==> config.mk <==
export PLATFORM = sky130hd
export DESIGN_NAME = gpid_front_flat
export DESIGN_NICKNAME = d
export VERILOG_FILES = /design/src/rtl/core/gpid_pkg.sv /design/src/rtl/core/gpid_if.sv /design/src/rtl/core/gpid_front.sv /design/src/flat_wrapper.sv
export SDC_FILE = /design/constraint.sdc
export NUM_CORES = 1
export LEC_CHECK = 0
export BUFFER_PORTS_ARGS = -buffer_cell sky130_fd_sc_hd__buf_2
export CAP_MARGIN = 40
export CORE_AREA = 2 2 131 120
export CTS_BUF_LIST = sky130_fd_sc_hd__clkbuf_2 sky130_fd_sc_hd__clkbuf_4 sky130_fd_sc_hd__clkbuf_8
export DETAILED_ROUTE_END_ITERATION = 16
export DIE_AREA = 0 0 133 122
export GPL_TIMING_DRIVEN = 0
export PLACE_DENSITY_LB_ADDON = 0.12
export SLEW_MARGIN = 20
export SYNTH_ARGS = -nofsm -noshare
export SYNTH_HDL_FRONTEND = slang
export SYNTH_SLANG_ARGS = --single-unit
==> constraint.sdc <==
create_clock -name clk_i -period 7.9 [get_ports clk_i]
set_input_delay 1.58 -clock clk_i [delete_from_list [all_inputs] [get_ports clk_i]]
set_output_delay 1.58 -clock clk_i [all_outputs]
set_load 0.02 [all_outputs]
==> src/rtl/core/gpid_pkg.sv <==
// Shared types, constants and helpers for the gain-scheduled incremental PID block.
// No dependencies; the front, back, multiplier, divider and top level import this package.
package gpid_pkg;

  // Breakpoints per curve, and the number of curves.
  localparam int NodesDef = 16;
  localparam int Curves   = 3;

  // Serial multiplier and divider operand widths.
  localparam int MulAW = 52;
  localparam int MulBW = 32;
  localparam int MulPW = MulAW + MulBW;
  localparam int DivNW = 50;
  localparam int DivDW = 32;

  // Saturation bound of one Q16.16 product, 2^60.
  localparam logic [67:0] SatBound = 68'(1) << 60;

  // Curve codes.
  localparam logic [1:0] CURVE_GAIN     = 2'd0;
  localparam logic [1:0] CURVE_INTEGRAL = 2'd1;
  localparam logic [1:0] CURVE_DERIV    = 2'd2;
  localparam logic [1:0] CURVE_NONE     = 2'd3;

  // Configuration register indexes.
  localparam logic [1:0] REG_GAIN_CNT = 2'd0;
  localparam logic [1:0] REG_INT_CNT  = 2'd1;
  localparam logic [1:0] REG_DER_CNT  = 2'd2;

  typedef enum logic {
    KIND_LOAD,
    KIND_SAMPLE
  } gpid_kind_e;

  typedef struct packed {
    gpid_kind_e         kind;
    logic [1:0]         curve_select;
    logic [3:0]         node_index;
    logic signed [15:0] node_position;
    logic signed [31:0] node_value;
    logic signed [31:0] error_sample;
    logic signed [15:0] schedule_point;
  } gpid_item_t;

  typedef struct packed {
    logic [4:0] gain;
    logic [4:0] integral;
    logic [4:0] deriv;
  } gpid_cfg_t;

  typedef enum logic [3:0] {
    ST_IDLE,
    ST_START,
    ST_FIRST,
    ST_LAST,
    ST_SCAN,
    ST_IMUL,
    ST_IDIV,
    ST_SHIFT,
    ST_RDIV,
    ST_M0,
    ST_M1,
    ST_M2,
    ST_MK,
    ST_OUT
  } gpid_state_e;

  // Drop the 16 fraction bits of a full product and saturate the magnitude.
  function automatic logic [60:0] qterm(input logic [MulPW-1:0] prod);
    logic [67:0] q;
    q = prod[83:16];
    if (q > SatBound) begin
      return SatBound[60:0];
    end
    return q[60:0];
  endfunction

endpackage

==> src/rtl/core/gpid_if.sv <==
// Stream interfaces of the gain-scheduled incremental PID block.
// Independent of the package; used by the top level, front and back.
interface gpid_in_if;
  logic               valid;
  logic               ready;
  logic               mode;
  logic [1:0]         curve_select;
  logic [3:0]         node_index;
  logic signed [15:0] node_position;
  logic signed [31:0] node_value;
  logic signed [31:0] error_sample;
  logic signed [15:0] schedule_point;

  modport source (output valid, mode, curve_select, node_index, node_position, node_value,
                  error_sample, schedule_point, input ready);
  modport sink (input valid, mode, curve_select, node_index, node_position, node_value,
                error_sample, schedule_point, output ready);
endinterface


==> src/rtl/core/gpid_front.sv <==
// Front end: accepts input transfers, drops bad loads and queues the rest.
// Depends on gpid_pkg and gpid_in_if.
module gpid_front #(
  parameter int Nodes = gpid_pkg::NodesDef
) (
  input  logic                 clk_i,
  input  logic                 rst_ni,
  gpid_in_if.sink              in_i,
  output gpid_pkg::gpid_item_t head_o,
  output logic                 head_valid_o,
  input  logic                 head_ready_i
);
  import gpid_pkg::*;

  localparam int Depth = 2;

  gpid_item_t fifo_q [Depth];
  gpid_item_t item_w;
  logic       wr_ptr_q, rd_ptr_q;
  logic [1:0] cnt_q;
  logic       accept, drop, push, pop;

  assign in_i.ready   = (cnt_q != 2'(Depth));
  assign accept       = in_i.valid && in_i.ready;
  // Classify: loads to a missing curve or slot are dropped here
  assign drop         = !in_i.mode &&
                        (in_i.curve_select == CURVE_NONE || int'(in_i.node_index) >= Nodes);
  assign push         = accept && !drop;
  assign head_valid_o = (cnt_q != 2'd0);
  assign pop          = head_valid_o && head_ready_i;
  assign head_o       = fifo_q[rd_ptr_q];

  always_comb begin
    item_w.kind           = in_i.mode ? KIND_SAMPLE : KIND_LOAD;
    item_w.curve_select   = in_i.curve_select;
    item_w.node_index     = in_i.node_index;
    item_w.node_position  = in_i.node_position;
    item_w.node_value     = in_i.node_value;
    item_w.error_sample   = in_i.error_sample;
    item_w.schedule_point = in_i.schedule_point;
  end

  // Queue pointers and fill count
  always_ff @(posedge clk_i or negedge rst_ni) begin
    if (!rst_ni) begin
      wr_ptr_q <= 1'b0;
      rd_ptr_q <= 1'b0;
      cnt_q    <= 2'd0;
    end else begin
      if (push) wr_ptr_q <= ~wr_ptr_q;
      if (pop) rd_ptr_q <= ~rd_ptr_q;
      cnt_q <= cnt_q + 2'(push) - 2'(pop);
    end
  end

  // Queue storage
  always_ff @(posedge clk_i) begin
    if (push) fifo_q[wr_ptr_q] <= item_w;
  end

endmodule

==> src/flat_wrapper.sv <==
// flat-port wrapper written by rule: the top's interface ports become plain ports
module gpid_front_flat import gpid_pkg::*;
#(
  parameter int Nodes = gpid_pkg::NodesDef
)
  (clk_i, rst_ni, head_o, head_valid_o, head_ready_i, in_i_valid, in_i_mode, in_i_curve_select, in_i_node_index, in_i_node_position, in_i_node_value, in_i_error_sample, in_i_schedule_point, in_i_ready);
  gpid_in_if in_i_i ();
  input  logic clk_i;
  input  logic rst_ni;
  output gpid_pkg::gpid_item_t head_o;
  output logic head_valid_o;
  input  logic head_ready_i;
  input wire logic [$bits(in_i_i.valid)-1:0] in_i_valid;
  input wire logic [$bits(in_i_i.mode)-1:0] in_i_mode;
  input wire logic [$bits(in_i_i.curve_select)-1:0] in_i_curve_select;
  input wire logic [$bits(in_i_i.node_index)-1:0] in_i_node_index;
  input wire logic [$bits(in_i_i.node_position)-1:0] in_i_node_position;
  input wire logic [$bits(in_i_i.node_value)-1:0] in_i_node_value;
  input wire logic [$bits(in_i_i.error_sample)-1:0] in_i_error_sample;
  input wire logic [$bits(in_i_i.schedule_point)-1:0] in_i_schedule_point;
  output wire logic [$bits(in_i_i.ready)-1:0] in_i_ready;
  assign in_i_i.valid = in_i_valid;
  assign in_i_i.mode = in_i_mode;
  assign in_i_i.curve_select = in_i_curve_select;
  assign in_i_i.node_index = in_i_node_index;
  assign in_i_i.node_position = in_i_node_position;
  assign in_i_i.node_value = in_i_node_value;
  assign in_i_i.error_sample = in_i_error_sample;
  assign in_i_i.schedule_point = in_i_schedule_point;
  assign in_i_ready = in_i_i.ready;
  gpid_front #(.Nodes(Nodes)) u_core (.clk_i(clk_i), .rst_ni(rst_ni), .in_i(in_i_i), .head_o(head_o), .head_valid_o(head_valid_o), .head_ready_i(head_ready_i));
endmodule
==> key figures <==
Setup path
  – Arr. time, crit path: approximately 1.8 ns
  – Setup Crit Path Kind: flip-flop to output pin
  – Crit path cell chain: buf_6 > buf_8 > buf_6 > mux2_4 > buf_2
  – Startpoint types: flip-flop
  – Reg2Reg Launch Point: u_core.cnt_q[1]
  – Worst Path Max Fanout: 10
  – CP max-delay cell: dfrtp_1
  – Max stage delay on crit path: 0.33 ns
  – Critical Path Most Common Cell: buf_6
  – Setup slack, reg-to-reg: 5.79 ns
  – Data required, critical path: approximately 6.3 ns
  – Worst setup EP type: output pin
  – Crit path from: u_core.rd_ptr_q

GRT
  – Vias in the first global route: 4,264
  – Initial antenna violation count: 3
  – Largest net degree at the start of global routing: 27
  – Total gr overflow: 0
  – First-pass GRT wire length: around 21,000 µm
  – Total GRT Usage: 17.3%

Die
  – Die Width: approximately 130 µm
  – Site row count: 43
  – Area of the core: roughly 15,000 µm²
  – Die H: between 100 and 150 µm
  – I/O pin count: 212
  – Die area: 16,200 µm²
  – Initial Utilization: between 50% and 60%

Power
  – PnR Total Power: approximately 3.8 mW
  – Pwr dens: between 300 and 400 nW/µm²
  – VDD IR max: 0.199 mV
  – P_leak: 3.99 nW

Cells and area
  – Layout cells sized above 1: between 60% and 70%
  – Non-Filler Instances: ~820
  – Layout Nets: between 700 and 800
  – Post-Route Utilization: approximately 67%
  – P&R area growth vs syn: 27.5%
  – Filler cells: 1,060
  – Post-layout instance area: just over 10,000 µm²

Timing
  – Fin Clk Skew: ~0.016 ns
  – Min Clock Period, post-route: 3.36 ns
  – Setup TNS: 0 ns
  – Final setup viols: 0
  – Final period util: 42.6%
  – Final max-slew violation count: 0
  – Hold WS: approximately 0.56 ns
  – Hold Vio Cnt, Final: 0
  – Slew @ Worst Pin: about 0.54 ns
  – Final worst slack: 4.54 ns
  – Normalized max-slew margin: between 60% and 70%
  – Max frequency: slightly below 0.3 GHz
  – RSZ-0062 raised after global routing: no

Yosys
  – Ys flop type: edfxtp_1
  – Synth top area share: between 70% and 80%
  – Syn_area_per_cell: approximately 23 µm²
  – Synth top cells by count: edfxtp_1 (206), mux2_4 (60), mux2_2 (43)
  – Sequential fraction of the synthesis area: between 70% and 80%
  – Synthesized instance count: 341
  – Yosys top cell by area: edfxtp_1
  – Synth async-reset ratio: 1.90%
  – Distinct cells, synth: 18
  – Syn nets: about 450
  – Yosys warning total: 0
  – Post-synth EDFFs: a little over 200
  – Seq cells post-synth: 210
  – Mapped cell area: 7900 µm²
  – Synth area leaders: edfxtp_1 (78%), mux2_4 (11%), mux2_2 (6.1%)
  – Count leader, synth: edfxtp_1

Placed design
  – Cell Area, Placed: ~9400 µm²
  – HPWL after detailed placement: about 9600 µm
  – Final Wtd Congestion: around 0.72
  – Placed insts: between 700 and 800
  – Pre-CTS setup slack: 4.47 ns
  – # port buffers: 211

Detailed routing
  – Wire per inst: around 17 µm
  – Via-per-instance ratio: between 4 and 5
  – Violation count after the first detailed-route iteration: ~240
  – Via count: about 4,000
  – Antenna-violating nets left: 0
  – Routed WL: around 14,000 µm
  – DR pass1 iterations: 4
  – DRC viols: 0

Clocking
  – Post-CTS Resized: 0
  – Clock Path Buffers: 3
  – CTS Buf Count: 36
  – Worst-path clk slew: 0.06 ns
  – CTS tree: yes
  – Clk_lat worst skew: roughly 0.5 ns
  – Post-CTS setup buffers: 0
  – CTS H-tree depth: 2
  – Clock tree root driver cell: clkbuf_8
  – Clock Sink Count: 210
  – Hold-fix buffers at CTS: 0

Min path
  – Hold Path Class: flip-flop to flip-flop
  – HP Start: u_core.wr_ptr_q

Outcome
  – Status: finished, final reports clean

Run
  – Max-cap violations: 0
[cells by family (layout without fill, tap and decap cells)]
kind of cell,Yosys count,in the layout,share of synthesized area (%)
other,0,1,0
buffers and inverters,14,294,1.54
AND/OR/NAND/NOR,8,8,0.602
adder cells (fa/ha/maj),1,1,0.158
XOR/XNOR,5,5,0.555
multiplexers,103,103,17.5
flip-flops,210,210,79.6
[final timing paths]
kind | end | cells after the start
max | head_o[78] | 5
min | u_core.wr_ptr_q | 1
max reg2reg | u_core.fifo_q[0][50] | 5
min reg2reg | u_core.wr_ptr_q | 1
max in group asynchronous | u_core.rd_ptr_q | 1
min in group asynchronous | u_core.cnt_q[1] | 1
[routing by layer]
metal	up-vias	global-route usage [%]	share of wire (%)	routed length, µm
met1	1939	18.9	38	5360
met5	-	0	0.19	27
met4	4	7.59	2.0	278
li1	1869	-	-	-
met2	164	29.1	50	7010
met3	28	8.16	10	1480
[final cells by class]
class / count / area [µm²] / area share [%]
flip-flops and latches: 210 / 6290 / 62.5
multi-input cells: 117 / 1500 / 14.9
repair buffers: 219 / 1250 / 12.4
clock buffers: 50 / 607 / 6.03
well taps: 202 / 253 / 2.51
plain buffers: 12 / 114 / 1.13
clock inverters: 11 / 45.0 / 0.448
inverters: 2 / 7.51 / 0.0746
diodes: 1 / 2.50 / 0.0249
[placed cells by master, fill, tap and decap left out]
master,instances
buf_12,4
inv_1,2
and2_1,1
nand4b_1,1
buf_8,1
clkinv_1,10
clkbuf_8,37
nor2_4,2
buf_16,4
ha_1,1
nand3b_1,1
buf_6,7
clkbuf_4,13
nand2b_1,1
mux2_2,43
edfxtp_1,206
buf_2,215
clkinvlp_4,1
dfrtp_1,4
xor2_1,3
or2_2,1
diode_2,1
mux2_4,60
nand3_1,1
xnor2_1,2
[power by group]
part | switching (mW) | internal, mW
clock | 0.391 | 0.492
combinational | 0.761 | 0.617
sequential | 0.0531 | 1.49
total | 1.20 | 2.60
[sequential cells by signal, indices dropped and copies added (netlist names)]
register and count:
u_core.cnt_q 2, u_core.fifo_q 206, u_core.wr_ptr_q 1, u_core.rd_ptr_q 1
[worst max-delay path: cells and delay by family (launching register included)]
kind	cells	cell delay, ns
buf+inv	4	0.64
mux	1	0.32
flops	1	0.33
(Power assumes the default switching activity.)
